**src/hdl/scsc_pkg.sv**
```systemverilog
// Shared types and constants for the size class stack cache.
package scsc_pkg;

   localparam int SIZE_W      = 32;
   localparam int OUT_ADDR_W  = 48;
   localparam int CNT_W       = 32;
   localparam int ENTRIES_W   = 8;
   localparam int BYTES_W     = 40;
   localparam int OVH_W       = 16;
   localparam int CLASS_MAX_W = 4;

   localparam logic [OVH_W-1:0] OVH_RESET = 16'd256;

   typedef enum logic {
      CMD_ALLOC = 1'b0,
      CMD_FREE  = 1'b1
   } cmd_type;

   typedef enum logic [2:0] {
      ST_ALLOC_HIT      = 3'd0,
      ST_ALLOC_MISS     = 3'd1,
      ST_ALLOC_OVERSIZE = 3'd2,
      ST_FREE_CACHED    = 3'd3,
      ST_FREE_EVICT     = 3'd4,
      ST_FREE_OVERSIZE  = 3'd5
   } status_type;

   typedef struct packed {
      logic                   oversize;
      logic [CLASS_MAX_W-1:0] cls;
      logic [BYTES_W-1:0]     csize;
   } scsc_class_type;

   typedef struct packed {
      status_type            status;
      logic                  use_mem;
      logic [OUT_ADDR_W-1:0] pass_addr;
      logic [SIZE_W-1:0]     class_size;
      logic [CNT_W-1:0]      hits;
      logic [CNT_W-1:0]      misses;
      logic [ENTRIES_W-1:0]  entries;
      logic [BYTES_W-1:0]    bytes;
   } scsc_res_type;

endpackage

```
**src/hdl/scsc_classify.sv**
```systemverilog
// Size rounding: oversize check, class index, rounded or raw size.
module scsc_classify
   import scsc_pkg::*;
#(
   parameter int MIN_SHIFT   = 12,
   parameter int NUM_CLASSES = 8
) (
   input  logic [SIZE_W-1:0] size,
   output scsc_class_type    cls_info
);

   localparam logic [63:0] MAX_POOLED = 64'd1 << (MIN_SHIFT + NUM_CLASSES - 1);

   logic [CLASS_MAX_W-1:0] cls_idx;
   logic                   oversize;

   always_comb begin
      cls_idx = '0;
      for (int i = 0; i < NUM_CLASSES - 1; i++) begin
         if ({32'b0, size} > (64'd1 << (MIN_SHIFT + i))) begin
            cls_idx = CLASS_MAX_W'(i + 1);
         end
      end
   end

   assign oversize = {32'b0, size} > MAX_POOLED;

   always_comb begin
      cls_info.oversize = oversize;
      cls_info.cls      = cls_idx;
      if (oversize) begin
         cls_info.csize = BYTES_W'(size);
      end else begin
         cls_info.csize = BYTES_W'(1) << (6'(MIN_SHIFT) + 6'(cls_idx));
      end
   end

endmodule

```
**config.mk**
```make
export PLATFORM = sky130hd
export DESIGN_NAME = scsc_classify
export DESIGN_NICKNAME = d
export VERILOG_FILES = /design/src/hdl/scsc_pkg.sv /design/src/hdl/scsc_classify.sv
export SDC_FILE = /design/constraint.sdc
export NUM_CORES = 1
export LEC_CHECK = 0
export ABC_AREA = 1
export BUFFER_PORTS_ARGS = -buffer_cell sky130_fd_sc_hd__buf_2
export CAP_MARGIN = 30
export CORE_MARGIN = 1
export CORE_UTILIZATION = 40
export DETAILED_ROUTE_END_ITERATION = 6
export GPL_TIMING_DRIVEN = 0
export PLACE_DENSITY = 0.85
export SYNTH_ARGS = -nofsm -noshare
export SYNTH_HDL_FRONTEND = slang
export SYNTH_SLANG_ARGS = --single-unit
```
**constraint.sdc**
```tcl
create_clock -name vclk -period 1.8
set_input_delay 0.36 -clock vclk [all_inputs]
set_output_delay 0.36 -clock vclk [all_outputs]
set_load 0.03 [all_outputs]
```
==> metrics.md, run 1 <==
| Metric | Value |
|---|---|
| Syn. warnings | `0` |
| Status | `did not finish` |
| Boundary Pins | `77` |
| DP HPWL | `1.97 mm` |
| First reported error | `[ERROR DPL-0038] Utilization greater than 100%, impossible to legalize` |
| Synth Area per Inst | `4.80 sq um` |
| Placed Area | `0.00135 sq mm` |
| Yosys cell types | `19` |
| Worst End Pin Type | `primary output` |
| Failing step | `5_1_grt` |
| Buffers on Ports | `68` |
| Syn Inst Count | `179` |
| Worst EP post-GRT repair | `cls_info[18]` |
| Starting Density | `0.434` |
| Rows | `16` |
| Largest net degree at the start of global routing | `9` |
| Synthesized area | `860 sq um` |
| Placer Congestion | `0.879` |
| Die X | `48.4 um` |
| Die height | `48.4 um` |
| Seq/Total Area, Yosys | `0` |
-- metrics by stage --
stage | instances | util | setup slack (ns)
after floorplan | 187 | - | -0.224
after global placement | 282 | 0.681 | -0.452
after detailed placement | 282 | 0.681 | -0.469
after CTS | 295 | 0.852 | -0.291
-- cells in the mapped netlist --
master / count / share of area
nand2_1: 42 / 0.18
nor2_1: 33 / 0.14
inv_1: 26 / 0.11
clkbuf_1: 11 / 0.048
buf_4: 10 / 0.087
nand2_2: 10 / 0.073
nand3_1: 10 / 0.058
nor2_2: 7 / 0.051
inv_2: 5 / 0.022
nand4_1: 5 / 0.036
nor2_4: 5 / 0.065
o21ai_0: 5 / 0.029
nor3_1: 4 / 0.023
a21oi_2: 1 / 0.010
a31oi_4: 1 / 0.025
buf_2: 1 / 0.0058
conb_1: 1 / 0.0044
dlygate4sd3_1: 1 / 0.012
nand3b_1: 1 / 0.0087
-- what timing repair did --
item | 4_1_cts
hold buffers | 0
gates resized for setup | 67
pin swaps | 23
gates cloned | 1
buffers inserted | 12
endpoints found under the setup margin | 24
-- cell families after synthesis --
| logic type | Yosys count | share of synthesized area |
|---|---|---|
| AO/OA/AOI/OAI | 7 | 0.0640 |
| AND/OR/NAND/NOR | 117 | 0.643 |
| buffers and inverters | 54 | 0.288 |
| other | 1 | 0.00436 |
==> run 2, diff against run 1 <==
--- a/config.mk
+++ b/config.mk
@@ -8,11 +8,11 @@
 export ABC_AREA = 1
 export BUFFER_PORTS_ARGS = -buffer_cell sky130_fd_sc_hd__buf_2
 export CAP_MARGIN = 30
-export CORE_MARGIN = 1
-export CORE_UTILIZATION = 40
+export CORE_AREA = 2 2 63 65
 export DETAILED_ROUTE_END_ITERATION = 6
+export DIE_AREA = 0 0 65 67
 export GPL_TIMING_DRIVEN = 0
-export PLACE_DENSITY = 0.85
+export PLACE_DENSITY_LB_ADDON = 0.15
 export SYNTH_ARGS = -nofsm -noshare
 export SYNTH_HDL_FRONTEND = slang
 export SYNTH_SLANG_ARGS = --single-unit
==> metrics.md, run 2 <==
| Metric | Value |
|---|---|
| Status | `complete, but fails checks` |
| Failing checks | `setup timing` |
| Final setup margin | `-0.345 ns` |
| First-pass GRT wire length | `4.49 mm` |
| Vias in the first global route | `1,155` |
| Routed wire length | `3.04 mm` |
| Routed len/inst | `9.48 um` |
| Top cells by count, synth | `nand2_1, nor2_1, inv_1` |
| Cts hold-fix bufs | `0` |
| Core area | `0.00361 sq mm` |
| Hold Crit Endpoint | `cls_info[3]` |
| Die height | `67 um` |
| Finished Layout Cells | `321` |
| Post-synthesis mux area share | `0` |
| Total negative slack | `-5.83 ns` |
| CP required | `1.44 ns` |
| 1st-pass router iterations | `4` |
| Worst vdd ir | `94.3 uV` |
| Pwr Total | `0.376 mW` |
| Hold Path Class | `in2out` |
| Tmin final | `2.15 ns` |
| Syn Inst Count | `179` |
| Pins Over Slew Limit | `0` |
| Most frequent cells in the layout | `buf_6, nand2_1, buf_2` |
| Crit. End Element | `output port` |
| Fill count | `367` |
| Initial antenna violation count | `0` |
| Setup WS pre-CTS | `-0.479 ns` |
| CP max stage delay | `0.14 ns` |
| Layout clock buffers | `0` |
| Fin. Hold Viols | `0` |
| Share of cells above drive strength 1 | `0.645` |
| Initial DRC Count | `11` |
| Register area | `0 sq um` |
| Area growth syn-to-layout | `132%` |
| Most common cell in the netlist | `nand2_1` |
| Post-Synth Adder-Cell Area | `0` |
| Placer Congestion | `0.755` |
| Slowest-stage cell, CP | `nor2_4` |
| Power Density | `189 mW/mm^2` |
| Starting Density | `0.238` |
| Placed cells | `303` |
| Final instance area | `0.00199 sq mm` |
| Congestion Overflow GR | `0` |
| Min-delay src | `size[3]` |
| Seq_cells | `0` |
| Post-synthesis simple-gate area fraction | `0.643` |
| Buffers on Ports | `68` |
| Synth top area share | `0.183` |
| Synthesized area | `860 sq um` |
| Largest net degree at the start of global routing | `7` |
| Synth Area in Compound Gates | `0.0640` |
| Die area | `0.00436 sq mm` |
| Ant diodes | `0` |
| WS Path Type | `in2out` |
| Crit-path max FO | `4` |
| Global Route Usage Sum | `0.122` |
| Crit-path cells | `buf_8, nor2_4, nand2_2, nor2_4, buf_6, nand3_2, nand2_2, nand3_2, nand2_1, nand2_1, nand2_1, nand2_2, nand2_4, nand3_2, nand2_2, buf_6` |
| MaxCap Viol Count | `0` |
| DR vias | `1,297` |
| Final hold slack | `1.03 ns` |
| Xor and xnor area share after synthesis | `0` |
| Synth Area per Inst | `4.80 sq um` |
| Area leader, netlist | `nand2_1` |
| Area occupied by multi-input gates | `906 sq um` |
| Final core occ | `0.552` |
| Residual DRC | `0` |
| Worst setup SP type | `input port` |
| Leakage power | `0.972 nW` |
| Period utilization | `1.19` |
| Main combinational cell family by area after synthesis | `simple AND/OR/NAND/NOR gates` |
| Vias per inst | `4.04` |
| Final setup viols | `23` |
| RSZ-0062 raised after global routing | `yes` |
| Yosys cell types | `19` |
| Rows | `22` |
| Seq/Total Area, Yosys | `0` |
| Cell mode on critical path | `nand2_2` |
| Syn. warnings | `0` |
| Placed Area | `0.00138 sq mm` |
| Commonest non-fill, non-tap cell in the layout | `buf_6` |
| Die X | `65 um` |
| Crit path arrival time | `1.79 ns` |
| DP HPWL | `2.18 mm` |
| Final ANT Viol Nets | `0` |
| NumNets Final | `307` |
| Hold Path Depth | `4` |
| Max frequency | `0.466 GHz` |
| Ranking of synthesized cells by area | `nand2_1, nor2_1, inv_1` |
| Boundary Pins | `77` |
==> run 2: kinds of logic after synthesis <==
kind of cell,count (synthesis)
compound gates,7
simple gates,117
other cells,1
buf+inv,54
==> run 2: area by class of cell <==
type / count / share of cell area
inverters: 31 / 0.0622
repair buffers: 86 / 0.382
well taps: 48 / 0.0302
plain buffers: 23 / 0.0710
multi-input cells: 133 / 0.455
==> run 2: power breakdown <==
group | internal (mW) | switching [mW]
Clock | 0 | 0
Sequential | 0 | 0
Combinational | 0.157 | 0.219
Total | 0.157 | 0.219
==> run 2: how the worst max path moves through the flow <==
stage	from	end	slack [ns]	cells after the start
3_5_place_dp	size[8]	cls_info[15]	-0.48	13
6_report	size[11]	cls_info[17]	-0.35	16
5_1_grt	size[11]	cls_info[17]	-0.44	16
3_3_place_gp	size[8]	cls_info[15]	-0.49	13
2_1_floorplan	size[24]	cls_info[12]	-0.22	8
4_1_cts	size[4]	cls_info[17]	-0.34	16
==> run 2: critical path, delay by kind of cell <==
family | cells | cell delay, ns
AND/OR/NAND/NOR | 13 | 1.07
buffers and inverters | 3 | 0.35
==> run 2: repair_timing <==
item,4_1_cts,5_1_grt
setup buffers,13,4
gates cloned,1,0
pin swaps,20,28
setup endpoints to repair,24,24
gates resized for setup,76,54
endpoints found under the hold margin,0,0
==> run 2: layer usage <==
layer | GRT usage | up-vias | routed length (um)
met3 | 0.00507 | 0 | 189
met4 | 0 | 0 | 0
met2 | 0.254 | 45 | 1660
met5 | 0 | - | 0
li1 | - | 699 | -
met1 | 0.143 | 553 | 1200
No activity file was read; power rests on OpenSTA's default activity.
==> run 3, diff against run 2 <==
==> constraint.sdc (replaced) <==
create_clock -name vclk -period 2.3
set_input_delay 0.46 -clock vclk [all_inputs]
set_output_delay 0.46 -clock vclk [all_outputs]
set_load 0.03 [all_outputs]
==> metrics.md, run 3 (synthesized netlist as in run 2, its figures left out) <==
| Metric | Value |
|---|---|
| Status | `complete, but fails checks` |
| Failing checks | `setup timing` |
| Register area | `0 sq um` |
| Commonest non-fill, non-tap cell in the layout | `buf_6` |
| Vias per inst | `4.17` |
| Crit-path max FO | `6` |
| Final instance area | `0.00194 sq mm` |
| Boundary Pins | `77` |
| DR vias | `1,351` |
| Core area | `0.00361 sq mm` |
| WS Path Type | `in2out` |
| Share of cells above drive strength 1 | `0.627` |
| Setup WS pre-CTS | `-0.119 ns` |
| Congestion Overflow GR | `0` |
| Residual DRC | `0` |
| Vias in the first global route | `1,032` |
| Fill count | `389` |
| RSZ-0062 raised after global routing | `yes` |
| Area growth syn-to-layout | `125%` |
| Final setup viols | `6` |
| DP HPWL | `2.26 mm` |
| Worst setup SP type | `input port` |
| NumNets Final | `310` |
| Routed wire length | `3.21 mm` |
| Seq_cells | `0` |
| Largest net degree at the start of global routing | `11` |
| MaxCap Viol Count | `0` |
| CP required | `1.84 ns` |
| Final ANT Viol Nets | `0` |
| Die X | `65 um` |
| Hold Path Class | `in2out` |
| Fin. Hold Viols | `0` |
| Starting Density | `0.238` |
| Area occupied by multi-input gates | `863 sq um` |
| Ant diodes | `0` |
| Period utilization | `1.02` |
| Leakage power | `0.977 nW` |
| Final core occ | `0.537` |
| Placer Congestion | `0.751` |
| Rows | `22` |
| Pwr Total | `0.311 mW` |
| Final setup margin | `-0.0546 ns` |
| Crit path arrival time | `1.89 ns` |
| Buffers on Ports | `68` |
| Die height | `67 um` |
| Power Density | `161 mW/mm^2` |
| Tmin final | `2.35 ns` |
| Worst vdd ir | `92.7 uV` |
| Initial DRC Count | `28` |
| Placed Area | `0.00129 sq mm` |
| Initial antenna violation count | `0` |
| 1st-pass router iterations | `4` |
| First-pass GRT wire length | `4.28 mm` |
| Pins Over Slew Limit | `0` |
| Die area | `0.00436 sq mm` |
| Crit. End Element | `output port` |
| Max frequency | `0.425 GHz` |
| Most frequent cells in the layout | `buf_6, nand2_1, buf_4` |
| Global Route Usage Sum | `0.117` |
| Layout clock buffers | `0` |
| Cts hold-fix bufs | `0` |
| Routed len/inst | `9.90 um` |
-- run 3: final timing paths --
check	startpoint	endpoint	slack (ns)	cells after the start
hold / removal	size[10]	cls_info[10]	1.23	4
setup / recovery	size[6]	cls_info[16]	-0.05	12
-- run 3: through the flow --
| stage | hold WS [ns] | setup TNS, ns | instances |
|---|---|---|---|
| after global routing | 1.25 | -1.79 | 324 |
| after global placement | 1.26 | -1.06 | 303 |
| after floorplan | 1.07 | 0 | 187 |
| final | 1.23 | -0.116 | 324 |
| after detailed placement | 1.26 | -1.11 | 303 |
| after CTS | 1.25 | -0.119 | 307 |
-- run 3: final cells by class --
class                           count  share of cell area
Buffer                             23              0.0730
Inverter                           31              0.0626
Multi-Input combinational cell    133               0.445
Tap cell                           48              0.0310
Timing Repair Buffer               89               0.388
-- run 3: worst max-delay path, stage by stage --
cell     delay [ns]
buf_6          0.09
nor2_2         0.11
nand2_2        0.07
nor2_4         0.16
nand2_4        0.08
nor2_4         0.15
buf_6          0.12
a31oi_4        0.14
nor2_2         0.15
nand4_1        0.12
nand2_1        0.10
buf_6          0.13
-- run 3: what timing repair did --
| item | CTS | global route |
|---|---|---|
| gates resized for setup | 22 | 139 |
| setup endpoints to repair | 15 | 18 |
| pin swaps | 7 | 42 |
| hold endpoints to repair | 0 | 0 |
| cloned | 0 | 1 |
| buffers inserted | 4 | 16 |
-- run 3: routing by layer --
metal	GRT usage	routed length [um]	up-vias
met5	0	0	-
met4	0	0	0
met3	0.00507	173	0
met2	0.226	1740	39
met1	0.152	1300	605
li1	-	-	707
-- run 3: power breakdown --
group          internal [mW]  switching, mW
Clock                      0              0
Sequential                 0              0
Combinational          0.136          0.176
Total                  0.136          0.176
==> run 4, diff against run 3 <==
--- a/config.mk
+++ b/config.mk
@@ -11,8 +11,8 @@
 export CORE_AREA = 2 2 63 65
 export DETAILED_ROUTE_END_ITERATION = 6
 export DIE_AREA = 0 0 65 67
-export GPL_TIMING_DRIVEN = 0
 export PLACE_DENSITY_LB_ADDON = 0.15
+export REMOVE_ABC_BUFFERS = 1
 export SYNTH_ARGS = -nofsm -noshare
 export SYNTH_HDL_FRONTEND = slang
 export SYNTH_SLANG_ARGS = --single-unit
==> metrics.md, run 4 (synthesized netlist as in run 2, its figures left out) <==
| Metric | Value |
|---|---|
| Clock share of power | `0` |
| Min-delay src | `size[25]` |
| CP required | `1.84 ns` |
| Routed wire length | `2.93 mm` |
| Die height | `67 um` |
| Final ANT Viol Nets | `0` |
| Vias in the first global route | `1,036` |
| Residual DRC | `0` |
| Commonest non-fill, non-tap cell in the layout | `buf_2` |
| Status | `complete, but fails checks` |
| Largest net degree at the start of global routing | `11` |
| Vias per inst | `4.13` |
| Final core occ | `0.468` |
| Rows | `22` |
| Tmin final | `2.32 ns` |
| Sw Share | `0.606` |
| Fin. Hold Viols | `0` |
| Failing checks | `setup timing` |
| Max frequency | `0.431 GHz` |
| Seq_cells | `0` |
| Placer Congestion | `0.793` |
| MaxCap Viol Count | `0` |
| Routed len/inst | `9.54 um` |
| 1st-pass router iterations | `4` |
| Area growth syn-to-layout | `96.4%` |
| Comb pwr share | `1.000` |
| Most frequent cells in the layout | `buf_2, buf_4, nand2_1` |
| Initial antenna violation count | `0` |
| Pint | `0.106 mW` |
| Boundary Pins | `77` |
| Core area | `0.00361 sq mm` |
| Sequential share of power | `0` |
| WS Path Type | `in2out` |
| Layout clock buffers | `0` |
| Pins Over Slew Limit | `0` |
| Initial DRC Count | `24` |
| Leakage power | `0.870 nW` |
| Buffers on Ports | `68` |
| Cts hold-fix bufs | `0` |
| Final setup viols | `3` |
| Register area | `0 sq um` |
| Power Density | `159 mW/mm^2` |
| DP HPWL | `2.27 mm` |
| Share of cells above drive strength 1 | `0.610` |
| Global Route Usage Sum | `0.112` |
| Crit path arrival time | `1.86 ns` |
| Congestion Overflow GR | `0` |
| Die area | `0.00436 sq mm` |
| RSZ-0062 raised after global routing | `yes` |
| Crit-path max FO | `6` |
| First-pass GRT wire length | `4.11 mm` |
| Switching pwr | `0.163 mW` |
| Critical Path Source | `size[4]` |
| Worst setup path end | `cls_info[16]` |
| Hold Path Class | `in2out` |
| Worst setup SP type | `input port` |
| DR vias | `1,267` |
| Total negative slack | `-0.0328 ns` |
| Pwr Total | `0.269 mW` |
| Die X | `65 um` |
| NumNets Final | `293` |
| Ant diodes | `0` |
| Final setup margin | `-0.0208 ns` |
| Starting Density | `0.238` |
| Period utilization | `1.01` |
| Crit. End Element | `output port` |
| Worst vdd ir | `75.3 uV` |
-- run 4: cell count changes in the layout (fill, tap and decap cells not counted), moves of 7 or more --
| cell | before | now |
|---|---|---|
| buf_2 | 29 | 40 |
| buf_6 | 35 | 23 |
| clkbuf_1 | 11 | 0 |
| nor2_1 | 11 | 23 |
| nor2_2 | 14 | 7 |
-- run 4: power groups by stage --
stage          logic [mW]  clock network, mW  registers [mW]
6_report            0.269                  0               0
3_5_place_dp        0.215                  0               0
2_1_floorplan       0.103                  0               0
3_3_place_gp        0.215                  0               0
4_1_cts             0.222                  0               0
5_1_grt             0.287                  0               0
-- run 4: area by class of cell --
type	instances	area, sq um
fillers	404	1920
repair buffers	95	712
well taps	48	60.1
multi-input cells	133	792
inverters	31	124
-- run 4: worst min path at each step --
stage | end | cells past startpoint
final | cls_info[25] | 2
after global routing | cls_info[24] | 2
after CTS | cls_info[26] | 2
after detailed placement | cls_info[23] | 2
after global placement | cls_info[23] | 2
after floorplan | cls_info[20] | 0
-- run 4: per-layer routing --
metal | vias to the layer above | routed length [um] | global-route usage
li1 | 669 | - | -
met1 | 549 | 1160 | 0.131
met2 | 49 | 1580 | 0.231
met3 | 0 | 197 | 0.00676
met4 | 0 | 0 | 0
met5 | - | 0 | 0
-- run 4: critical path, stage by stage --
cell and delay (ns):
buf_2 0.11, nor2_2 0.10, nand2_2 0.07, nor2_4 0.15, nand2_4 0.09, nor2_4 0.14
buf_6 0.12, a31oi_4 0.12, nor2_2 0.16, nand4_1 0.12, nand2_1 0.10, buf_6 0.13
-- run 4: timing repair --
item / CTS / global route
buffers inserted: 1 / 4
pin swaps: 3 / 37
cloned: 0 / 0
resized for setup: 11 / 83
setup endpoints to repair: 5 / 22
-- run 4: per-stage QoR --
step                      hold slack, ns  worst slack, ns  instance area (sq um)  instances
after CTS                           1.20          -0.0114                   1370        303
after detailed placement            1.19          -0.0671                   1340        302
after global routing                1.19           -0.137                   1690        307
after floorplan                    0.920           -0.175                    758        164
final                               1.18          -0.0208                   1690        307
after global placement              1.19          -0.0656                   1340        302
